File: src/hw/rtl/bew_pkg.sv
// types and constants shared by the binary erosion window block
package bew_pkg;

    localparam logic [7:0] OBJECT_VALUE = 8'd255;
    localparam int MAX_HEIGHT = 4096;

    localparam logic [1:0] REG_IMAGE_WIDTH   = 2'd0;
    localparam logic [1:0] REG_IMAGE_HEIGHT  = 2'd1;
    localparam logic [1:0] REG_WINDOW_RADIUS = 2'd2;

    typedef struct packed {
        logic [7:0] pixel;
        logic       drain;
    } pixel_beat_t;

    typedef struct packed {
        logic [7:0] eroded;
        logic       frame_end;
    } result_beat_t;

endpackage

File: src/hw/rtl/binary_erosion_window.sv
// binary erosion window: line memory, window register and two-entry result queue
// a result beat passes the window stage registers and then the result queue before it is valid
// throughput: one beat per cycle while pix_stall is low; the line memory read-modify-write
// keeps that pace (a write-to-read forward covers back-to-back hits on one column)
// the first result of a frame comes with input beat r*width+r
// reset: registers to defaults, counters and result queue cleared, line memory untouched
module binary_erosion_window #(
    parameter int MAX_RADIUS = 2,
    parameter int MAX_WIDTH  = 1024
) (
    input  logic                 clk,
    input  logic                 rst_n,
    input  logic                 psel,
    input  logic                 penable,
    input  logic                 pwrite,
    input  logic [3:0]           paddr,
    input  logic [31:0]          pwdata,
    output logic [31:0]          prdata,
    output logic                 pready,
    input  logic                 pix_valid,
    output logic                 pix_stall,
    input  bew_pkg::pixel_beat_t pix,
    output logic                 res_valid,
    input  logic                 res_stall,
    output bew_pkg::result_beat_t res
);

    import bew_pkg::*;

    localparam int TAPS = 2 * MAX_RADIUS + 1;
    localparam int HIST = 2 * MAX_RADIUS;
    localparam int CW   = $clog2(MAX_WIDTH);
    localparam int WW   = $clog2(MAX_WIDTH + 1);
    localparam int RB   = $clog2(MAX_RADIUS + 1);
    localparam int LW   = $clog2(MAX_RADIUS * (MAX_WIDTH + 1) + 1);
    localparam int HW   = $clog2(MAX_HEIGHT + 1);
    localparam int RW   = $clog2(MAX_HEIGHT);

    // configuration registers
    logic [10:0] image_width_reg;
    logic [12:0] image_height_reg;
    logic [1:0]  window_radius_reg;
    logic        cfg_write;
    logic        cfg_restart;
    logic [1:0]  cfg_index;

    logic [WW-1:0] w_eff;
    logic [HW-1:0] h_eff;
    logic [RB-1:0] r_eff;
    logic [LW-1:0] lag;

    // frame counters
    logic [LW-1:0] pos_reg, pos_next;
    logic [CW-1:0] in_col_reg, in_col_next;
    logic [CW-1:0] ocol_reg, ocol_next;
    logic [RW-1:0] orow_reg, orow_next;

    logic pix_accept;
    logic acc_has;
    logic acc_last;
    logic acc_inside;
    logic acc_obj;

    // window stage
    logic            s1_valid_reg;
    logic            s1_obj_reg;
    logic            s1_has_reg;
    logic            s1_last_reg;
    logic            s1_inside_reg;
    logic [CW-1:0]   s1_addr_reg;
    logic            fwd_hit_reg;
    logic [HIST-1:0] fwd_data_reg;
    logic [HIST-1:0] mem_rdata_reg;
    logic [HIST-1:0] line_mem [MAX_WIDTH];
    logic [HIST-1:0] s1_lines;
    logic [TAPS-1:0] cur_col;
    logic [HIST-1:0] wb_data;
    logic [TAPS-1:0] win_reg [HIST];
    logic [TAPS-1:0] win_cols [TAPS];
    logic            all_set;
    result_beat_t    s1_result;

    // result queue
    result_beat_t res_fifo_reg [2];
    logic         wr_ptr_reg;
    logic         rd_ptr_reg;
    logic [1:0]   count_reg, count_next;
    logic         push;
    logic         pop;
    logic [2:0]   fill_after;

    // configuration port
    assign pready      = 1'b1;
    assign cfg_index   = paddr[3:2];
    assign cfg_write   = psel && penable && pwrite;
    assign cfg_restart = cfg_write && (cfg_index inside
                         {REG_IMAGE_WIDTH, REG_IMAGE_HEIGHT, REG_WINDOW_RADIUS});

    always_comb
    begin
        unique case (cfg_index)
            REG_IMAGE_WIDTH:   prdata = 32'(image_width_reg);
            REG_IMAGE_HEIGHT:  prdata = 32'(image_height_reg);
            REG_WINDOW_RADIUS: prdata = 32'(window_radius_reg);
            default:           prdata = 32'd0;
        endcase
    end

    always_ff @(posedge clk or negedge rst_n)
    begin
        if (!rst_n)
        begin
            image_width_reg   <= 11'd640;
            image_height_reg  <= 13'd480;
            window_radius_reg <= 2'd1;
        end
        else if (cfg_write)
        begin
            unique case (cfg_index)
                REG_IMAGE_WIDTH:   image_width_reg   <= pwdata[10:0];
                REG_IMAGE_HEIGHT:  image_height_reg  <= pwdata[12:0];
                REG_WINDOW_RADIUS: window_radius_reg <= pwdata[1:0];
                default:           ;
            endcase
        end
    end

    // saturated working values
    always_comb
    begin
        if (image_width_reg == 11'd0)
            w_eff = WW'(1);
        else if (32'(image_width_reg) > MAX_WIDTH)
            w_eff = WW'(MAX_WIDTH);
        else
            w_eff = WW'(image_width_reg);

        if (image_height_reg == 13'd0)
            h_eff = HW'(1);
        else if (32'(image_height_reg) > MAX_HEIGHT)
            h_eff = HW'(MAX_HEIGHT);
        else
            h_eff = HW'(image_height_reg);

        if (32'(window_radius_reg) > MAX_RADIUS)
            r_eff = RB'(MAX_RADIUS);
        else
            r_eff = RB'(window_radius_reg);

        lag = LW'(32'(r_eff) * 32'(w_eff) + 32'(r_eff));
    end

    // input side: position bookkeeping
    assign pix_accept = pix_valid && !pix_stall;
    assign acc_obj    = !pix.drain && (pix.pixel == OBJECT_VALUE);
    assign acc_has    = (pos_reg >= lag);
    assign acc_last   = acc_has && (32'(orow_reg) == 32'(h_eff) - 1)
                        && (32'(ocol_reg) == 32'(w_eff) - 1);
    assign acc_inside = (32'(orow_reg) >= 32'(r_eff))
                        && (32'(orow_reg) + 32'(r_eff) < 32'(h_eff))
                        && (32'(ocol_reg) >= 32'(r_eff))
                        && (32'(ocol_reg) + 32'(r_eff) < 32'(w_eff));

    always_comb
    begin
        pos_next    = pos_reg;
        in_col_next = in_col_reg;
        ocol_next   = ocol_reg;
        orow_next   = orow_reg;
        if (cfg_restart)
        begin
            pos_next    = '0;
            in_col_next = '0;
            ocol_next   = '0;
            orow_next   = '0;
        end
        else if (pix_accept)
        begin
            if (acc_last)
            begin
                pos_next    = '0;
                in_col_next = '0;
                ocol_next   = '0;
                orow_next   = '0;
            end
            else
            begin
                if (WW'(in_col_reg) + WW'(1) >= w_eff)
                    in_col_next = '0;
                else
                    in_col_next = in_col_reg + CW'(1);

                if (!acc_has)
                    pos_next = pos_reg + LW'(1);
                else if (WW'(ocol_reg) + WW'(1) >= w_eff)
                begin
                    ocol_next = '0;
                    orow_next = orow_reg + RW'(1);
                end
                else
                    ocol_next = ocol_reg + CW'(1);
            end
        end
    end

    always_ff @(posedge clk or negedge rst_n)
    begin
        if (!rst_n)
        begin
            pos_reg    <= '0;
            in_col_reg <= '0;
            ocol_reg   <= '0;
            orow_reg   <= '0;
        end
        else
        begin
            pos_reg    <= pos_next;
            in_col_reg <= in_col_next;
            ocol_reg   <= ocol_next;
            orow_reg   <= orow_next;
        end
    end

    // line memory: one entry per column, bits of the rows above
    always_ff @(posedge clk)
    begin
        if (pix_accept)
            mem_rdata_reg <= line_mem[in_col_reg];
        if (s1_valid_reg)
            line_mem[s1_addr_reg] <= wb_data;
    end

    assign s1_lines = fwd_hit_reg ? fwd_data_reg : mem_rdata_reg;
    assign cur_col  = {s1_lines, s1_obj_reg};
    assign wb_data  = cur_col[HIST-1:0];

    always_ff @(posedge clk or negedge rst_n)
    begin
        if (!rst_n)
            s1_valid_reg <= 1'b0;
        else
            s1_valid_reg <= pix_accept;
    end

    always_ff @(posedge clk)
    begin
        if (pix_accept)
        begin
            s1_obj_reg    <= acc_obj;
            s1_has_reg    <= acc_has;
            s1_last_reg   <= acc_last;
            s1_inside_reg <= acc_inside;
            s1_addr_reg   <= in_col_reg;
            fwd_hit_reg   <= s1_valid_reg && (s1_addr_reg == in_col_reg);
            fwd_data_reg  <= wb_data;
        end
    end

    // window columns, newest first
    always_comb
    begin
        win_cols[0] = cur_col;
        for (int k = 1; k < TAPS; k++)
            win_cols[k] = win_reg[k-1];
    end

    always_ff @(posedge clk)
    begin
        if (s1_valid_reg)
        begin
            win_reg[0] <= cur_col;
            for (int k = 1; k < HIST; k++)
                win_reg[k] <= win_reg[k-1];
        end
    end

    always_comb
    begin
        all_set = 1'b1;
        for (int k = 0; k < TAPS; k++)
            for (int j = 0; j < TAPS; j++)
                if (k <= 2 * 32'(r_eff) && j <= 2 * 32'(r_eff) && !win_cols[k][j])
                    all_set = 1'b0;
    end

    always_comb
    begin
        s1_result.eroded    = (s1_inside_reg && all_set) ? OBJECT_VALUE : 8'd0;
        s1_result.frame_end = s1_last_reg;
    end

    // result queue
    assign push       = s1_valid_reg && s1_has_reg;
    assign res_valid  = (count_reg != 2'd0);
    assign pop        = res_valid && !res_stall;
    assign res        = res_fifo_reg[rd_ptr_reg];
    assign fill_after = 3'(count_reg) + 3'(push) - 3'(pop);
    assign pix_stall  = (fill_after >= 3'd2);
    assign count_next = 2'(fill_after);

    always_ff @(posedge clk or negedge rst_n)
    begin
        if (!rst_n)
        begin
            wr_ptr_reg <= 1'b0;
            rd_ptr_reg <= 1'b0;
            count_reg  <= 2'd0;
        end
        else
        begin
            if (push)
                wr_ptr_reg <= !wr_ptr_reg;
            if (pop)
                rd_ptr_reg <= !rd_ptr_reg;
            count_reg <= count_next;
        end
    end

    always_ff @(posedge clk)
    begin
        if (push)
            res_fifo_reg[wr_ptr_reg] <= s1_result;
    end

    // checks
    a_queue_room: assert property (@(posedge clk) disable iff (!rst_n)
        (push && !pop) |-> (count_reg < 2'd2))
        else $error("result queue overrun");

    a_frame_restart: assert property (@(posedge clk) disable iff (!rst_n)
        (pix_accept && acc_last) |=> (pos_reg == '0 && in_col_reg == '0
                                      && ocol_reg == '0 && orow_reg == '0))
        else $error("frame counters not restarted after last position");

    a_forward_match: assert property (@(posedge clk) disable iff (!rst_n)
        (s1_valid_reg && fwd_hit_reg) |-> ($past(s1_valid_reg)
                                          && s1_addr_reg == $past(s1_addr_reg)))
        else $error("forward taken without a write to the same column");

endmodule
File: config.mk
export PLATFORM = sky130hd
export DESIGN_NAME = binary_erosion_window
export DESIGN_NICKNAME = d
export VERILOG_FILES = /design/src/hw/rtl/bew_pkg.sv /design/src/hw/rtl/binary_erosion_window.sv
export SDC_FILE = /design/constraint.sdc
export NUM_CORES = 2
export LEC_CHECK = 0
export ABC_CLOCK_PERIOD_IN_PS = 24300
export BUFFER_PORTS_ARGS = -buffer_cell sky130_fd_sc_hd__buf_2
export CORE_ASPECT_RATIO = 0.8
export CORE_MARGIN = 8
export CORE_UTILIZATION = 55
export CTS_BUF_LIST = sky130_fd_sc_hd__clkbuf_8
export DETAILED_ROUTE_END_ITERATION = 12
export GPL_ROUTABILITY_DRIVEN = 0
export PLACE_DENSITY = 0.73
export SYNTH_ARGS = -nofsm -noshare
export SYNTH_HDL_FRONTEND = slang
export SYNTH_MEMORY_MAX_BITS = 65536
export SYNTH_SLANG_ARGS = --single-unit
File: constraint.sdc
create_clock -name clk -period 24.3 [get_ports clk]
set_input_delay 3.645 -clock clk [delete_from_list [all_inputs] [get_ports clk]]
set_output_delay 3.645 -clock clk [all_outputs]
set_load 0.02 [all_outputs]
== Word level (Yosys, flattened, before mapping) ==
Memories as Yosys holds them, arrays and structs flattened. A register that Yosys moved wholly into a read port is not among the register bits.
Cells that the tools add are included.

* Output and inout port bits: 44
* Register bits after elaboration: 94
* Word-level logic and storage cells: 199
* Memories kept: 3
* RAM bits: 4,134
* Bits of input ports: 52

{| class="wikitable"
|+ Memories
! memory !! words !! width !! read ports !! clocked after Yosys merged registers in !! write ports !! RTL line !! text
|-
| line_mem || 1,024 || 4 || 1 || 1 || 1 || binary_erosion_window.sv:74 || <nowiki>logic [HIST-1:0] line_mem [MAX_WIDTH];</nowiki>
|-
| win_reg || 4 || 5 || 4 || 0 || 4 || binary_erosion_window.sv:78 || <nowiki>logic [TAPS-1:0] win_reg [HIST];</nowiki>
|-
| res_fifo_reg || 2 || 9 || 1 || 0 || 1 || binary_erosion_window.sv:84 || <nowiki>result_beat_t res_fifo_reg [2];</nowiki>
|}

* $lt $le $gt $ge: 15
* Multiplexer cells: 55
* Equal/unequal tests: 7
* Reductions and logical operators: 87
* Multipliers: 1
* $add $sub $neg: 13

{| class="wikitable"
|+ Operators by type and width
! operator !! number
|-
| 12-bit two-way mux || 9
|-
| 10-bit two-way mux || 9
|-
| 1-bit logical AND || 44
|-
| 13-bit case mux with 3 select lines || 1
|-
| 10-bit by 32-bit == test with 1-bit output || 1
|-
| 12-bit by 32-bit == test with 1-bit output || 1
|-
| 1-bit logical NOT || 29
|-
| 1-bit two-way mux || 29
|-
| 13-bit two-way mux || 2
|-
| 12-bit by 1-bit adder with 12-bit output, second input constant || 2
|-
| 10-bit by 1-bit adder with 11-bit output, second input constant || 2
|-
| 11-bit >= comparator || 2
|-
| 11-bit two-way mux || 2
|-
| 10-bit by 1-bit adder with 10-bit output, second input constant || 2
|-
| 13-bit by 1-bit subtractor with 14-bit output, second input constant || 1
|-
| 12-bit by 2-bit adder with 13-bit output || 1
|-
| 13-bit greater-than comparator, second input constant || 1
|-
| 13-bit logical NOT || 1
|-
| 13-bit < comparator || 1
|-
| 12-bit by 2-bit adder with 12-bit output || 1
|-
| 12-bit >= comparator || 1
|-
| 12-bit by 2-bit >= comparator with 1-bit output || 1
|-
| 2-bit by 11-bit multiplier with 12-bit output || 1
|-
| 11-bit by 1-bit subtractor with 12-bit output, second input constant || 1
|-
| 25 further kinds || 33
|}

== Depth between registers and ports, before layout ==
* Word-level depth: 30
* Depth in mapped cells: 27
* Depth with buffers taken out: 25

== Worst setup path after synthesis ==
Ideal clock, no wire load.

* Path kind: reg-to-reg
* Start point: register s1_obj_reg
* End point: register fwd_data_reg[0], data pin
* Arrival: 12.055 ns
* Setup time: 2.678 ns
* Clock period less this slack: 14.733 ns
* Setup slack: 9.567 ns
* Stages on the path, launching flop included: 1
* Buffers on the path: 0
* Data required time: 21.622 ns
* Cell sequence: edfxtp_1

{| class="wikitable"
|+ RTL lines
! what !! RTL line !! text
|-
| from (decl) || binary_erosion_window.sv:66 || <nowiki>logic s1_obj_reg;</nowiki>
|-
| from (signal assigned) || binary_erosion_window.sv:249 || <nowiki>s1_obj_reg <= acc_obj;</nowiki>
|-
| to (signal assigned) || binary_erosion_window.sv:255 || <nowiki>fwd_data_reg <= wb_data;</nowiki>
|-
| to (decl) || binary_erosion_window.sv:72 || <nowiki>logic [HIST-1:0] fwd_data_reg;</nowiki>
|}

No word-level cell between the ends.

== Worst setup path in the final report ==
* Start point: input res_stall
* End point: output pix_stall

* Cells in the longest elaborated chain, start to end: 4

{| class="wikitable"
|+ Ends and longest elaborated chain
! what !! RTL line !! text
|-
| from (decl) || binary_erosion_window.sv:24 || <nowiki>input logic res_stall,</nowiki>
|-
| 1-bit logical NOT || binary_erosion_window.sv:295 || <nowiki>assign pop = res_valid && !res_stall;</nowiki>
|-
| 1-bit logical AND || binary_erosion_window.sv:295 ||
|-
| net pop || binary_erosion_window.sv:89 || <nowiki>logic pop;</nowiki>
|-
| 3-bit by 1-bit subtractor with 3-bit output || binary_erosion_window.sv:297 || <nowiki>assign fill_after = 3'(count_reg) + 3'(push) - 3'(pop);</nowiki>
|-
| 3-bit by 2-bit >= comparator with 1-bit output || binary_erosion_window.sv:298 || <nowiki>assign pix_stall = (fill_after >= 3'd2);</nowiki>
|-
| to (decl) || binary_erosion_window.sv:21 || <nowiki>output logic pix_stall,</nowiki>
|}

The timed path passes the listed nets, and every way through them passes these cells.

==> flow_metrics.tcl <==
set metrics [dict create \
    critical_path_peak_fanout 2 \
    finalWorstPathRequiredPeriod_ps 8940 \
    layout-drive-gt1-share_pct 22.2 \
    core_area_sq_mm 0.308 \
    synth_enable_flop_cells 4143 \
    drt-vias-per-instance 6.71 \
    layout-area-overhead-vs-synth_pct 9.34 \
    route.vias.total 92900 \
    min_path_type "reg -> reg" \
    grt_max_degree 252 \
    cts.htree.levels 6 \
    global_route_usage_over_all_layers_pct 27.6 \
    synth-seq-area-share_pct 74.3 \
    place.detailed.instances 12700 \
    fin_skew_ps 57.1 \
    required_time_of_the_critical_path_ps 20650 \
    finish.net_count 9369 \
    timing.fmax_mhz 112 \
    count_of_state_elements_after_synthesis 4218 \
    final_std_cells_w_o_fill 13800 \
    share_clk_of_total_power_pct 26.3 \
    async_flop_share_pct 1.78 \
    drt_wl_total_mm 461 \
    worst-slew-pin-transition_ps 1440 \
    power_report.internal_total_uw 13700 \
    synthDominantAreaCellType "edfxtp_1" \
    m1WireLength_mm 170 \
    finalWorstSetupSlack_ps 15360 \
    totalNegativeSetupSlack_ps 0 \
    netlist_area_sq_mm 0.170 \
    detailed_place_hpwl_mm 271 \
    design.portCount 96 \
    worstReg2RegStart "window_radius_reg[1]" \
    synth_cell_types 87 \
    clk_transition_reported_paths_ps 60 \
    share_of_the_synthesized_area_in_the_top_cell_type_pct 73.1 \
    finalCoreUtilization_pct 60.5 \
    power_frac_seq_pct 46.3 \
    placement.setup.worst_slack_ps 15320 \
    first_global_vias 91300 \
    detailedRoute.firstPassIterationCount 6 \
    largest_reg_flops 4096 \
    cts_post_setup_buffers_inserted 0 \
    timing.critical_path.cells "buf_2 > nor2b_1 > ha_1 > inv_1 > ha_1 > inv_1 > fa_1 > xnor2_1 > nand2_1 > buf_2" \
    power_density_mw_per_mm2 108 \
    routedWlPerCell_um 33.3 \
    fp.dieW_um 638 \
    type_of_the_worst_setup_path "in -> out" \
    cp-endpoint "pix_stall" \
    finalHoldViolations 0 \
    post_cts.resized_instances 0 \
    grt_remaining_overflow 0 \
    period_share_pct 36.8 \
    topRoutingLayerUsed "met5" \
    worst_r2r_path_depth 26 \
    clock_tree.root_cell "clkbuf_8" \
    maxCapViolations 0 \
    wl_met3_mm 72.4 \
    crit_path_top_delay_cell "fa_1" \
    worst_path_largest_cell_delay_ps 400 \
    switchingPower_uw 6460 \
    min_path_cells 0 \
    die_y_um 513 \
    initial_util_pct 55.3 \
    crit_path_start "res_stall" \
    met2_length_mm 200 \
    placement.io_buffers 54 \
    rrSetupSlack_ps 16820 \
    grt_antenna_before_repair 39 \
    maxSlewHeadroom_pct 3.90 \
    grt_first_pass_wirelength_mm 657 \
    detail-route-antenna-nets 0 \
    filler_cell_count 21400 \
    detail_route.iter0.violations 15900 \
    sw_frac_of_total_pct 32.1 \
    ir_worst_vdd_v 0.000181 \
    finalSetupViolations 0 \
    cts_buffer_depth 4 \
    status "finished, final reports clean" \
    endpoint_kind "output pin" \
    crit-reg2reg-capture "pos_reg[10]" \
    cts_buffers 615 \
    max_slew_violation_total_from_the_final_report 0 \
    clock_insertion_delay_worst_skew_ps 1060 \
    netlist_instances 8994 \
    std_cell_rows 182 \
    cts.sink_count 4218 \
    cts_hold_buffers 0 \
    synth_area_per_cell_sq_um 18.9 \
    rsz_0062_raised_after_global_routing "no" \
    synth_top_flop_cell "edfxtp_1" \
    cts_tree "built" \
    crit_path_start_kind "input port" \
    yosys_warnings 0 \
    p_leak_uw 0.0573 \
    worst_ep_arrival_time_ps 5300 \
    post-route-drc-count 0 \
    area_enclosed_by_the_die_boundary_sq_mm 0.327 \
    netlist_top_cells_area "edfxtp_1 (73%), mux4_2 (13%), nor2_1 (2.6%), mux2i_1 (1.5%), dfrtp_1 (1.0%)" \
    pwr-share-comb_pct 27.4 \
]
[per-stage QoR]
step | hold WS (ps) | power [uW] | instance area [sq um]
2_1_floorplan | 421 | 13900 | 170000
3_3_place_gp | 430 | 14700 | 175000
3_5_place_dp | 438 | 14900 | 175000
4_1_cts | 448 | 20100 | 186000
5_1_grt | 465 | 20700 | 186000
6_report | 448 | 20100 | 186000
[worst max-delay path, delay by kind of cell]
family	cells	cell delay (ps)
fa+ha+maj	3	800
simple gates	2	270
buf+inv	4	370
xor+xnor	1	210
[per-layer routing]
layer,up-vias,track usage (%)
li1,36900,-
met1,47700,40.0
met2,7219,39.4
met3,1019,9.33
met4,14,9.92
met5,-,0.0723
[synthesized netlist by cell type (14+ instances only)]
cell type	number
mux4_2	1001
a211oi_1	21
mux2_2	32
a21oi_1	166
o22ai_1	72
or3_1	15
mux2i_1	248
buf_4	105
ha_1	91
a31oi_1	17
nor2b_1	27
o21ai_0	82
inv_1	45
edfxtp_1	4143
a221oi_1	47
dfrtp_1	68
o221ai_1	58
xor2_1	22
nand2b_1	24
nor3b_1	16
nand3_1	94
nor4_1	31
nor2_1	1177
nand4_1	33
a2111oi_0	19
buf_2	96
xnor2_1	56
clkbuf_1	364
nand2_1	242
a21o_1	28
and3_1	14
buf_1	98
a22oi_1	167
a22o_1	44
nor3_1	58
[worst min path at each step]
stage | startpoint | to
after floorplan | s1_last_reg | res_fifo_reg[0][0]
after global routing | s1_last_reg | res_fifo_reg[0][0]
after CTS | s1_last_reg | res_fifo_reg[0][0]
after detailed placement | win_reg[0][1] | win_reg[1][1]
after global placement | win_reg[0][2] | win_reg[1][2]
final | win_reg[1][1] | win_reg[2][1]
[cell families after synthesis]
kind of cell,Yosys count,synth area share [%]
flip-flops,4218,74.3
AND/OR/NAND/NOR,1787,4.44
multiplexers,1281,14.9
AO/OA/AOI/OAI,815,3.34
buffers and inverters,717,1.91
adder cells (fa/ha/maj),96,0.728
XOR/XNOR,78,0.402
other,2,0.00442
[area by class of cell]
cell class	count	area, sq um	share of cell area [%]
sequential	4218	126000	67.9
multi-input combinational	4077	41200	22.1
clock buffer	632	8700	4.68
tap	4140	5180	2.79
clock inverter	447	2360	1.27
timing repair buffer	260	1990	1.07
inverter	49	208	0.112
antenna	20	50.0	0.0269
[power by group through the flow]
| stage | clock network, uW | registers (uW) | logic, uW |
|---|---|---|---|
| 2_1_floorplan | 0 | 10400 | 3480 |
| 6_report | 5290 | 9310 | 5510 |
| 3_5_place_dp | 0 | 9460 | 5420 |
| 4_1_cts | 5320 | 9300 | 5430 |
| 5_1_grt | 5620 | 9320 | 5760 |
| 3_3_place_gp | 0 | 9450 | 5270 |
[cells in the final DEF (no fill, tap or decap), drive strengths merged, types with 91 or more instances in the layout]
| cell | n |
|---|---|
| a21oi | 166 |
| nand3 | 95 |
| mux4 | 1001 |
| nor2 | 1178 |
| edfxtp | 4143 |
| clkinv | 243 |
| mux2i | 248 |
| ha | 91 |
| clkbuf | 632 |
| nand2 | 242 |
| buf | 260 |
| inv | 223 |
| a22oi | 167 |
Power figures use the tool's default switching activity.
